$ cat src/rtl/tsrg_pkg.sv
// Shared types, constants and the control program of the two-seed random generator.
`timescale 1ns / 1ps
package tsrg_pkg;

  localparam logic [31:0] MODULUS        = 32'd2147483647;
  localparam logic [16:0] SQRT3_Q16      = 17'd113512;
  localparam logic [31:0] RST_MULT_ONE   = 32'd217828199;
  localparam logic [31:0] RST_MULT_TWO   = 32'd314159269;
  localparam logic [31:0] RST_SEED_OLD   = 32'd111111;
  localparam logic [31:0] RST_SEED_NEW   = 32'd1111111;
  localparam int          GAUSS_ROOT_MAX = 8;

  localparam int IN_W    = 24;
  localparam int OUT_W   = 32;
  localparam int CFG_IDX_W = 3;

  typedef logic [2:0] opcode_t;
  localparam opcode_t OP_RAW    = 3'd0;
  localparam opcode_t OP_HALF   = 3'd1;
  localparam opcode_t OP_RECT   = 3'd2;
  localparam opcode_t OP_GAUSS  = 3'd3;
  localparam opcode_t OP_RESEED = 3'd4;

  typedef logic [CFG_IDX_W-1:0] cfg_idx_t;
  localparam cfg_idx_t CFG_MULT_ONE = 3'd0;
  localparam cfg_idx_t CFG_MULT_TWO = 3'd1;
  localparam cfg_idx_t CFG_SEED_OLD = 3'd2;
  localparam cfg_idx_t CFG_SEED_NEW = 3'd3;

  localparam int PC_W = 4;
  typedef logic [PC_W-1:0] pc_t;
  localparam pc_t PC_IDLE    = 4'd0;
  localparam pc_t PC_MUL1    = 4'd1;
  localparam pc_t PC_MUL2    = 4'd2;
  localparam pc_t PC_MOD     = 4'd3;
  localparam pc_t PC_MAG     = 4'd4;
  localparam pc_t PC_SCALE   = 4'd5;
  localparam pc_t PC_SAMP    = 4'd6;
  localparam pc_t PC_ACC     = 4'd7;
  localparam pc_t PC_DIVINIT = 4'd8;
  localparam pc_t PC_DIVSTEP = 4'd9;
  localparam pc_t PC_DIVEND  = 4'd10;
  localparam pc_t PC_EMIT    = 4'd11;
  localparam pc_t PC_RESEED  = 4'd12;
  localparam pc_t PC_ZERO    = 4'd13;

  typedef enum logic [3:0] {
    U_FETCH, U_MUL1, U_MUL2, U_MOD, U_MAG, U_SCALE, U_SAMP, U_ACC,
    U_DIVINIT, U_DIVSTEP, U_DIVEND, U_EMIT, U_RESEED, U_ZERO
  } uop_t;

  typedef enum logic [2:0] {
    C_NEXT, C_JUMP, C_DISPATCH, C_RAW, C_SINGLE, C_CNT_MORE, C_BITS_MORE, C_OUT_FREE
  } cond_t;

  typedef struct packed {
    uop_t  uop;
    cond_t cond;
    pc_t   target;
  } ctrl_t;

  typedef struct packed {
    logic    accept;
    opcode_t opcode;
    logic    wn_zero;
    logic    is_raw;
    logic    is_gauss;
    logic    cnt_more;
    logic    bits_more;
    logic    out_free;
  } status_t;

  function automatic ctrl_t ucode(input pc_t pc);
    ctrl_t w;
    w.uop    = U_ZERO;
    w.cond   = C_JUMP;
    w.target = PC_IDLE;
    case (pc)
      PC_IDLE:    begin w.uop = U_FETCH;   w.cond = C_DISPATCH;  w.target = PC_IDLE;    end
      PC_MUL1:    begin w.uop = U_MUL1;    w.cond = C_NEXT;      w.target = PC_IDLE;    end
      PC_MUL2:    begin w.uop = U_MUL2;    w.cond = C_NEXT;      w.target = PC_IDLE;    end
      PC_MOD:     begin w.uop = U_MOD;     w.cond = C_RAW;       w.target = PC_EMIT;    end
      PC_MAG:     begin w.uop = U_MAG;     w.cond = C_NEXT;      w.target = PC_IDLE;    end
      PC_SCALE:   begin w.uop = U_SCALE;   w.cond = C_NEXT;      w.target = PC_IDLE;    end
      PC_SAMP:    begin w.uop = U_SAMP;    w.cond = C_SINGLE;    w.target = PC_EMIT;    end
      PC_ACC:     begin w.uop = U_ACC;     w.cond = C_CNT_MORE;  w.target = PC_MUL1;    end
      PC_DIVINIT: begin w.uop = U_DIVINIT; w.cond = C_NEXT;      w.target = PC_IDLE;    end
      PC_DIVSTEP: begin w.uop = U_DIVSTEP; w.cond = C_BITS_MORE; w.target = PC_DIVSTEP; end
      PC_DIVEND:  begin w.uop = U_DIVEND;  w.cond = C_NEXT;      w.target = PC_IDLE;    end
      PC_EMIT:    begin w.uop = U_EMIT;    w.cond = C_OUT_FREE;  w.target = PC_IDLE;    end
      PC_RESEED:  begin w.uop = U_RESEED;  w.cond = C_JUMP;      w.target = PC_EMIT;    end
      PC_ZERO:    begin w.uop = U_ZERO;    w.cond = C_JUMP;      w.target = PC_EMIT;    end
      default:    begin w.uop = U_ZERO;    w.cond = C_JUMP;      w.target = PC_IDLE;    end
    endcase
    return w;
  endfunction

endpackage

$ cat src/rtl/tsrg_useq.sv
// Step counter and control program sequencer of the two-seed random generator.
`timescale 1ns / 1ps
module tsrg_useq (
  input  logic             clk,
  input  logic             rst,
  input  tsrg_pkg::status_t stat,
  output tsrg_pkg::ctrl_t   ctrl
);
  import tsrg_pkg::*;

  pc_t pc;
  pc_t pc_next;
  pc_t dispatch;

  assign ctrl = ucode(pc);

  always_comb begin
    if (stat.opcode inside {OP_RAW, OP_HALF, OP_RECT}) begin
      dispatch = PC_MUL1;
    end else if (stat.opcode == OP_GAUSS) begin
      dispatch = stat.wn_zero ? PC_ZERO : PC_MUL1;
    end else if (stat.opcode == OP_RESEED) begin
      dispatch = PC_RESEED;
    end else begin
      dispatch = PC_ZERO;
    end
  end

  always_comb begin
    pc_next = pc + pc_t'(1);
    case (ctrl.cond)
      C_NEXT:      pc_next = pc + pc_t'(1);
      C_JUMP:      pc_next = ctrl.target;
      C_DISPATCH:  pc_next = stat.accept ? dispatch : pc;
      C_RAW:       if (stat.is_raw) pc_next = ctrl.target;
      C_SINGLE:    if (!stat.is_gauss) pc_next = ctrl.target;
      C_CNT_MORE:  if (stat.cnt_more) pc_next = ctrl.target;
      C_BITS_MORE: if (stat.bits_more) pc_next = ctrl.target;
      C_OUT_FREE:  pc_next = stat.out_free ? ctrl.target : pc;
      default:     pc_next = PC_IDLE;
    endcase
  end

  always_ff @(posedge clk) begin
    if (rst) begin
      pc <= PC_IDLE;
    end else begin
      pc <= pc_next;
    end
  end

endmodule

$ cat config.mk
export PLATFORM = sky130hd
export DESIGN_NAME = tsrg_useq
export DESIGN_NICKNAME = d
export VERILOG_FILES = /design/src/rtl/tsrg_pkg.sv /design/src/rtl/tsrg_useq.sv
export SDC_FILE = /design/constraint.sdc
export NUM_CORES = 1
export LEC_CHECK = 0
export BUFFER_PORTS_ARGS = -buffer_cell sky130_fd_sc_hd__clkbuf_2
export CAP_MARGIN = 20
export CORE_ASPECT_RATIO = 1.2
export CORE_MARGIN = 4
export CORE_UTILIZATION = 28
export CTS_BUF_LIST = sky130_fd_sc_hd__clkbuf_8
export DETAILED_ROUTE_END_ITERATION = 16
export PLACE_DENSITY_LB_ADDON = 0.3
export SETUP_SLACK_MARGIN = 0.3
export SLEW_MARGIN = 0
export SYNTH_ARGS = -nofsm -noshare
export SYNTH_HDL_FRONTEND = slang
export SYNTH_SLANG_ARGS = --single-unit
$ cat constraint.sdc
create_clock -name clk -period 2.2 [get_ports clk]
set_input_delay 0.33 -clock clk [delete_from_list [all_inputs] [get_ports clk]]
set_output_delay 0.33 -clock clk [all_outputs]
set_load 0.1 [all_outputs]
After elaboration in Yosys (flattened, before gate mapping)

Memories as Yosys holds them, arrays and structs flattened. A register that Yosys moved wholly into a read port is not among the register bits.
Cells that the tools add are included.

Mux-type cells: 13
$add $sub $neg: 1
Equality and inequality tests: 13
Reductions and logical operators: 4

Operators with widths:

| operator                                                               | number |
|---|---|
| 4-bit two-way mux                                                      | 11 |
| 4-bit case mux with 8 select lines                                     | 1 |
| 3-bit equality test (second input constant)                            | 5 |
| 3-bit by 2-bit equality test with 1-bit output (second input constant) | 4 |
| 3-bit by 1-bit equality test with 1-bit output (second input constant) | 2 |
| 3-bit logical NOT                                                      | 2 |
| 4-bit by 1-bit adder with 4-bit output (second input constant)         | 1 |
| 2-bit inequality test (second input constant)                          | 2 |
| 3-bit nonzero test                                                     | 1 |
| 2-bit AND reduction                                                    | 1 |
| 1-bit two-way mux                                                      | 1 |

Memories kept: 1
Output and inout port bits: 11
Bits of input ports: 12
Memory bits (read-only): 160
Register bits: 4

Memory list:

| memory           | depth | width | read ports | clocked after Yosys merged registers in | write ports | RTL line       | RTL |
|---|---|---|---|---|---|---|---|
| (name not given) | 16    | 10    | 1          | 1                                       | 0           | tsrg_pkg.sv:78 | `case (pc)` |

Longest topological paths before layout

Gate-level depths: netlist of the first run.

Depth after elaboration: 8
Gate-level depth with buffers: 11
Depth with buffers taken out: 11

Least setup slack after synthesis of the first run

No wires, ideal clock.

Kind: flip-flop to flip-flop
Start point: register, netlist name ctrl[4]
End point: register, netlist name ctrl[0]
Clock period less this slack: 3.028 ns
Slack: -0.828 ns
Setup time: 0.072 ns
Buffers on the path: 1
Arrival: 2.957 ns
Stages on the path, launching flop included: 12
Required time: 2.128 ns
Cells stage by stage: dfxtp_1 buf_4 nor3b_1 a2111oi_4 a41o_1 a31oi_1 or2_2 inv_1 ha_1 inv_1 mux2_2 mux2i_1

Word-level cells in the longest chain between the ends: 5
Elaborated cells between the ends (all ways): 14

Ends and longest elaborated chain:

| item                                                                                  | RTL line        | RTL |
|---|---|---|
| 3-bit by 2-bit equality test with 1-bit output or 3-bit equality test (tied branches) | tsrg_useq.sv:31 | `case (ctrl.cond)` |
| 2-bit inequality test (no source line)                                                | -               |  |
| 2-bit AND reduction (no source line)                                                  | -               |  |
| 4-bit two-way mux (no source line) * (2 in series)                                    | -               |  |

Mark *: on every way between the ends. The rest lies on a longest branch, timed or not.
A chain may end at the register's enable or synchronous reset.

Final worst setup path of the first run

Start point: register, netlist name ctrl[5]
End point: register, netlist name ctrl[0]

Word-level cells in the longest chain between the ends: 5
Elaborated cells between the ends (all ways): 14

Ends and longest elaborated chain:

| item                                                                                  | RTL line |
|---|---|
| 3-bit by 2-bit equality test with 1-bit output or 3-bit equality test (tied branches) | tsrg_useq.sv:31 |
| 2-bit inequality test (no source line)                                                | - |
| 2-bit AND reduction (no source line)                                                  | - |
| 4-bit two-way mux (no source line) * (2 in series)                                    | - |

Marked as above.

==> results of run 1 <==
==> critical path, cell delays in order, from the launching register on <==
cell and delay, ps:
sky130_fd_sc_hd__dfxtp_4 380, sky130_fd_sc_hd__and4bb_2 260, sky130_fd_sc_hd__buf_4 140, sky130_fd_sc_hd__a2111oi_4 220
sky130_fd_sc_hd__a41o_1 220, sky130_fd_sc_hd__a31oi_2 40, sky130_fd_sc_hd__or2_4 280, sky130_fd_sc_hd__inv_4 70
sky130_fd_sc_hd__ha_4 130, sky130_fd_sc_hd__inv_1 30, sky130_fd_sc_hd__mux2_2 260, sky130_fd_sc_hd__mux2i_1 150
==> final timing paths <==
path         depth (start not counted)  slack [ps]  endpoint     from
max reg2reg                         11         -80   ctrl[0]  ctrl[5]
max                                 11         -80   ctrl[0]  ctrl[5]
min                                  2         410     pc[2]      rst
min reg2reg                          2         610     pc[2]    pc[2]
==> logic make-up (layout without fill, tap and decap cells) <==
group,Yosys count,count (layout)
adder cells (fa/ha/maj),5,5
flip-flops,14,14
other,1,1
AND/OR/NAND/NOR,36,36
AO/OA/AOI/OAI,25,25
buffers and inverters,10,63
multiplexers,7,7
XOR/XNOR,1,1
==> timing repair <==
action / in CTS / in global routing
setup endpoints to repair: 8 / 11
setup buffers: 4 / 4
resized for setup: 8 / 7
pin swaps: 14 / 3
hold endpoints to repair: 0 / 0
==> registers in the layout, summed over array words and instances, names as in the netlist <==
signal	flops
ctrl	10
pc	4
==> per-stage QoR <==
| stage | cell area (um^2) | utilization | worst slack [ps] | instances | hold slack [ps] |
|---|---|---|---|---|---|
| floorplan | 980 | - | -170 | 99 | 399 |
| global placement | 1270 | 0.404 | -74.9 | 176 | 585 |
| detailed placement | 1270 | 0.404 | -121 | 176 | 609 |
| CTS | 1380 | 0.439 | -15.5 | 184 | 406 |
| global route | 1440 | 0.459 | -179 | 188 | 428 |
| finish | 1440 | 0.459 | -79.6 | 188 | 412 |
==> metal layers <==
metal / wire length (um) / part of all wire / vias to the layer above / global-route usage
met4: 33 / 0.013 / 0 / 0.0530
met1: 1060 / 0.42 / 439 / 0.151
met3: 105 / 0.041 / 4 / 0.0201
met5: 0 / 0 / - / 0
li1: - / - / 461 / -
met2: 1350 / 0.53 / 26 / 0.215
==> layout by cell type (no fill, tap or decap), drive strengths merged, types with 5 or more instances in the layout <==
cell and n:
ha 5, dfxtp 14, mux2i 6, buf 32, nor2 10, nand2 6, inv 6, nor2b 6
clkbuf 25
==> layout make-up <==
cell class                      count  area share
Inverter                            6      0.0174
Timing Repair Buffer               53       0.245
Multi-Input combinational cell     75       0.463
Sequential cell                    14       0.205
Clock buffer                        4      0.0383
Tap cell                           36      0.0313
==> results by group, run 1 <==
STA
  – Period minus WS final: 2280 ps
  – RSZ-0062 raised after global routing: yes
  – Tightest slew margin relative to the limit: 0.635
  – Maximum clock skew at final layout: 1.59 ps
  – Final number of hold-violating endpoints: 0
  – Setup TNS: -139 ps
  – Post-route worst setup slack: -79.6 ps
  – Endpoints failing setup: 4
  – Measured slew at the worst slew-check pin: between 500 and 600 ps
  – Count of final max-slew check failures: 0
  – Share of the clock period used by the worst path: 1.04
  – F_max: between 400 and 500 MHz

Yosys
  – Synth Area in Simple Gates: 0.218
  – Part of the Yosys area used for sequential elements: 0.301
  – Synthesized-area fraction occupied by ao, oa, aoi and oai cells: 0.262
  – Warnings from Yosys: 0
  – Post-Syn Area per Cell: between 9 and 10 um^2
  – Netlist area before placement: ~930 um^2
  – Cells after synthesis: between 90 and 100
  – Share of cell area taken by muxes after synthesis: 0.0767
  – Most common cell in the netlist: sky130_fd_sc_hd__dfxtp_1
  – Number of synthesized flops with an enable pin: 0
  – Adder-cell share of the synthesized area: 0.0673
  – Dominant register cell in the synthesized netlist: sky130_fd_sc_hd__dfxtp_1
  – Number of distinct library cells after synthesis: 46
  – Area fraction of the dominant cell type after synthesis: 0.301
  – Synth area leaders: sky130_fd_sc_hd__dfxtp_1 30%, sky130_fd_sc_hd__ha_1 6.7%, sky130_fd_sc_hd__mux2i_1 6.5%
  – Net Count, Synth: roughly 120
  – Share of synthesized registers carrying an async set or reset: 0
  – Leading area contributor after synthesis: sky130_fd_sc_hd__dfxtp_1
  – Dominant combinational cell family by area after synthesis: compound AO/OA/AOI/OAI gates
  – Area share of xor/xnor cells in the synthesized design: 0.00942
  – Post-synthesis register bit count: 14
  – Top cell types by occurrence after synthesis: 14 x sky130_fd_sc_hd__dfxtp_1, 10 x sky130_fd_sc_hd__nor2_1

Worst setup path
  – Critical path required time: 2360 ps
  – Critical path startpoint category: flop
  – Arrival time at the worst endpoint: between 2000 and 2500 ps
  – CP Max Fanout: 7
  – Capturing element type of the critical path: flop
  – Crit Path Category: flop to flop

Die
  – Core Footprint: 0.00314 mm^2
  – Rows: 22
  – Area of the die: about 0.0043 mm^2
  – Die X: between 60 and 70 um
  – Io pins: 23
  – Die Ht: between 70 and 80 um
  – Initial Utilization: 0.296

Final layout
  – Area Overhead vs Synth: 54.8%
  – Filler cell count: approximately 320
  – Multi-input combinational cell area: roughly 670 um^2
  – Antenna cells: 0
  – Share of post-route cells with drive strength above 1: 0.566
  – Sequential cell area in the final layout: a little under 300 um^2
  – Net count reported at finish: 170

Detailed routing
  – Final ANT Viol Nets: 0
  – Per-cell routed wire length: around 14 um
  – 1st-pass router iterations: 4
  – Initial DRC Count: 6
  – Final wirelength: about 2.5 mm
  – Number of vias in the routed layout: 930
  – Detailed-route vias per instance: around 4.9
  – Post-route DRC: 0

Status
  – Result of the run: finished, violations left
  – Violations in the final reports: negative setup slack

Clock tree
  – H-tree level count: 1
  – Clock-pin slew reported for the worst setup and hold paths after clock tree synthesis: about 60 ps
  – Clock tree from TritonCTS: built
  – Number of buffers inserted during clock tree synthesis: 3
  – Latest clock arrival within the worst-skew pair: 240 ps
  – Cell chosen for the clock root: sky130_fd_sc_hd__clkbuf_8
  – CTS Hold Buffers Added: 0
  – Number of buffers on the longest clock path: 2
  – Number of sinks handled by clock tree synthesis: 14

Global routing
  – Maximum number of pins on one net before global-route repair: 10
  – GR Overflow Total: 0
  – Via count of the first global-routing pass: about 960
  – Antenna violations before repair: 0
  – Global Route Usage Sum: 0.126
  – Wire length of the first global-routing pass: between 4 and 5 mm

Place
  – Routability Congestion: about 0.84
  – DP HPWL: between 1.5 and 2 mm
  – Count of input and output buffers: 21

Worst hold path
  – Worst hold path type: input port to flop

Job
  – Number of max-capacitance violations reported: 0
Power of run 1 is left out: the tool's default activity adds up to more than one toggle a clock period on the data nets, which glitch-free logic cannot reach.
==> inputs of run 2 (changes only) <==
--- a/config.mk
+++ b/config.mk
@@ -10,7 +10,7 @@
 export CORE_ASPECT_RATIO = 1.2
 export CORE_MARGIN = 4
 export CORE_UTILIZATION = 28
-export CTS_BUF_LIST = sky130_fd_sc_hd__clkbuf_8
+export CTS_BUF_LIST = sky130_fd_sc_hd__clkbuf_4
 export DETAILED_ROUTE_END_ITERATION = 16
 export PLACE_DENSITY_LB_ADDON = 0.3
 export SETUP_SLACK_MARGIN = 0.3
==> run 2 against run 1 <==
Net effect: the flow still finishes with violations (negative setup slack); critical path type unchanged; utilization is 1.8 points lower; die area stayed put; sequential share of layout area is 0.73 points higher; via count is 0.75% lower; hold slack worse by 48 ps; clock-buffer cell count is 1 lower; maximum frequency is 2.6% higher; routed wire length is 1.9% lower; global-route usage is 0.29 points lower; final area is 3.8% lower; register-to-register slack better by 60 ps.
==> results by group, run 2 (synthesis gave the netlist of run 1 again) <==
Status
  – Result of the run: finished, violations left (unchanged)
  – Violations in the final reports: negative setup slack (unchanged)

Worst setup path
  – Critical path required time: 2360 ps (about the same)
  – Capturing element type of the critical path: flop (unchanged)
  – Arrival time at the worst endpoint: 2390 ps (was 2440 ps)
  – Critical path startpoint category: flop (unchanged)
  – CP Max Fanout: 5 (was 7)
  – Crit Path Category: flop to flop (unchanged)

Final layout
  – Highest-count cells in the layout ignoring fill and taps: 26 x sky130_fd_sc_hd__buf_4, 21 x sky130_fd_sc_hd__clkbuf_2, 10 x sky130_fd_sc_hd__nor2_1, 9 x sky130_fd_sc_hd__dfxtp_1 (was 30 x sky130_fd_sc_hd__buf_4, 21 x sky130_fd_sc_hd__clkbuf_2, 10 x sky130_fd_sc_hd__nor2_1, 8 x sky130_fd_sc_hd__dfxtp_1)
  – Share of post-route cells with drive strength above 1: 0.540 (was 0.566)
  – Post-layout utilization of the core: 0.441 (was 0.459)
  – Number of flip-flops under the largest register name: 10 (unchanged)
  – Most frequent standard cell in the layout excluding fill and tap cells: sky130_fd_sc_hd__buf_4 (unchanged)
  – Area Overhead vs Synth: 48.9% (was 54.8%)
  – Antenna cells: 0 (unchanged)
  – Fin area: 0.00138 mm^2 (was 0.00144 mm^2)
  – Net count reported at finish: 168 (was 170)

STA
  – Tightest slew margin relative to the limit: 0.635 (about the same)
  – Measured slew at the worst slew-check pin: 550 ps (about the same)
  – RSZ-0062 raised after global routing: yes (unchanged)
  – Endpoints failing setup: 3 (was 4)
  – Maximum clock skew at final layout: 6.29 ps (was 1.59 ps)
  – Share of the clock period used by the worst path: 1.01 (was 1.04)
  – Count of final max-slew check failures: 0 (unchanged)
  – F_max: 450 MHz (was 439 MHz)
  – Period minus WS final: 2220 ps (was 2280 ps)
  – Final number of hold-violating endpoints: 0 (unchanged)
  – Setup TNS: -43.9 ps (was -139 ps)
  – Post-route worst setup slack: -22.4 ps (was -79.6 ps)

Detailed routing
  – Number of vias in the routed layout: 923 (was 930)
  – 1st-pass router iterations: 4 (unchanged)
  – Detailed-route vias per instance: 4.96 (was 4.95)
  – Post-route DRC: 0 (unchanged)
  – Final ANT Viol Nets: 0 (unchanged)
  – Final wirelength: 2.50 mm (was 2.55 mm)
  – Initial DRC Count: 11 (was 6)
  – Per-cell routed wire length: 13.4 um (was 13.6 um)

Place
  – Routability Congestion: 0.836 (unchanged)
  – DP HPWL: 1.99 mm (unchanged)
  – Count of input and output buffers: 21 (unchanged)
  – Dpl cell area: 0.00127 mm^2 (unchanged)

Global routing
  – GR Overflow Total: 0 (unchanged)
  – Antenna violations before repair: 0 (unchanged)
  – Maximum number of pins on one net before global-route repair: 9 (was 10)
  – Wire length of the first global-routing pass: 4.20 mm (was 4.22 mm)
  – Global Route Usage Sum: 0.123 (was 0.126)
  – Via count of the first global-routing pass: 962 (was 963)

Clock tree
  – CTS Hold Buffers Added: 0 (unchanged)
  – Cell chosen for the clock root: sky130_fd_sc_hd__clkbuf_4 (was sky130_fd_sc_hd__clkbuf_8)
  – Clock-pin slew reported for the worst setup and hold paths after clock tree synthesis: 80 ps (was 60 ps)
  – Clock tree from TritonCTS: built (unchanged)
  – Latest clock arrival within the worst-skew pair: 280 ps (was 240 ps)
  – Number of sinks handled by clock tree synthesis: 14 (unchanged)
  – Number of buffers on the longest clock path: 2 (unchanged)
  – Number of buffers inserted during clock tree synthesis: 3 (unchanged)
  – H-tree level count: 1 (unchanged)

Die
  – Initial Utilization: 0.296 (unchanged)
  – Die X: 60.6 um (unchanged)
  – Core Footprint: 0.00314 mm^2 (unchanged)
  – Area of the die: 0.00431 mm^2 (unchanged)
  – Rows: 22 (unchanged)
  – Die Ht: 71.1 um (unchanged)
  – Io pins: 23 (unchanged)

Worst hold path
  – Worst hold path type: input port to flop (unchanged)

Job
  – Number of max-capacitance violations reported: 0 (unchanged)
-- run 2: changes by cell type in the layout (fill, tap and decap cells not counted), sizes merged --
cell    before  now
clkinv       0    1
clkbuf      25   24
buf         32   30
-- run 2: stage by stage --
stage	hold slack (ps)	setup WS [ps]	cells
after floorplan	399	-170	99
after detailed placement	609	-121	176
final	364	-22.4	186
after CTS	363	-19.0	185
after global placement	585	-74.9	176
after global routing	384	-133	186
-- run 2: path summary, 6_finish.rpt --
path	start	end	slack, ps	cells past startpoint
min reg2reg	pc[2]	pc[2]	610	2
min	rst	pc[2]	360	2
max reg2reg	ctrl[6]	ctrl[3]	-20	9
max	ctrl[6]	ctrl[3]	-20	9
-- run 2: worst max-delay path, cell delays in order (launching register included) --
cell	delay (ps)
sky130_fd_sc_hd__dfxtp_4	360
sky130_fd_sc_hd__or4b_4	520
sky130_fd_sc_hd__and2_4	170
sky130_fd_sc_hd__a41o_1	210
sky130_fd_sc_hd__a31oi_2	160
sky130_fd_sc_hd__or2_4	190
sky130_fd_sc_hd__inv_4	50
sky130_fd_sc_hd__ha_2	170
sky130_fd_sc_hd__mux2i_1	170
sky130_fd_sc_hd__mux2i_1	100
-- run 2: layer usage --
| metal | track usage | wire, um | vias up |
|---|---|---|---|
| li1 | - | - | 461 |
| met3 | 0.0146 | 81 | 5 |
| met1 | 0.152 | 1080 | 438 |
| met4 | 0.0434 | 46 | 0 |
| met2 | 0.213 | 1290 | 19 |
| met5 | 0 | 0 | - |
-- run 2: timing repair --
action,4_1_cts,5_1_grt
gates resized for setup,9,5
buffers inserted,5,1
pin swaps,13,1
endpoints found under the setup margin,8,10
-- run 2: layout make-up --
type,count,area (um^2)
Sequential cell,14,294
Tap cell,36,45.0
Clock inverter,1,3.75
Timing Repair Buffer,51,345
Clock buffer,3,22.5
Inverter,6,25.0
Fill cell,317,1750
Multi-Input combinational cell,75,648
Power of run 2 is left out for the same reason.
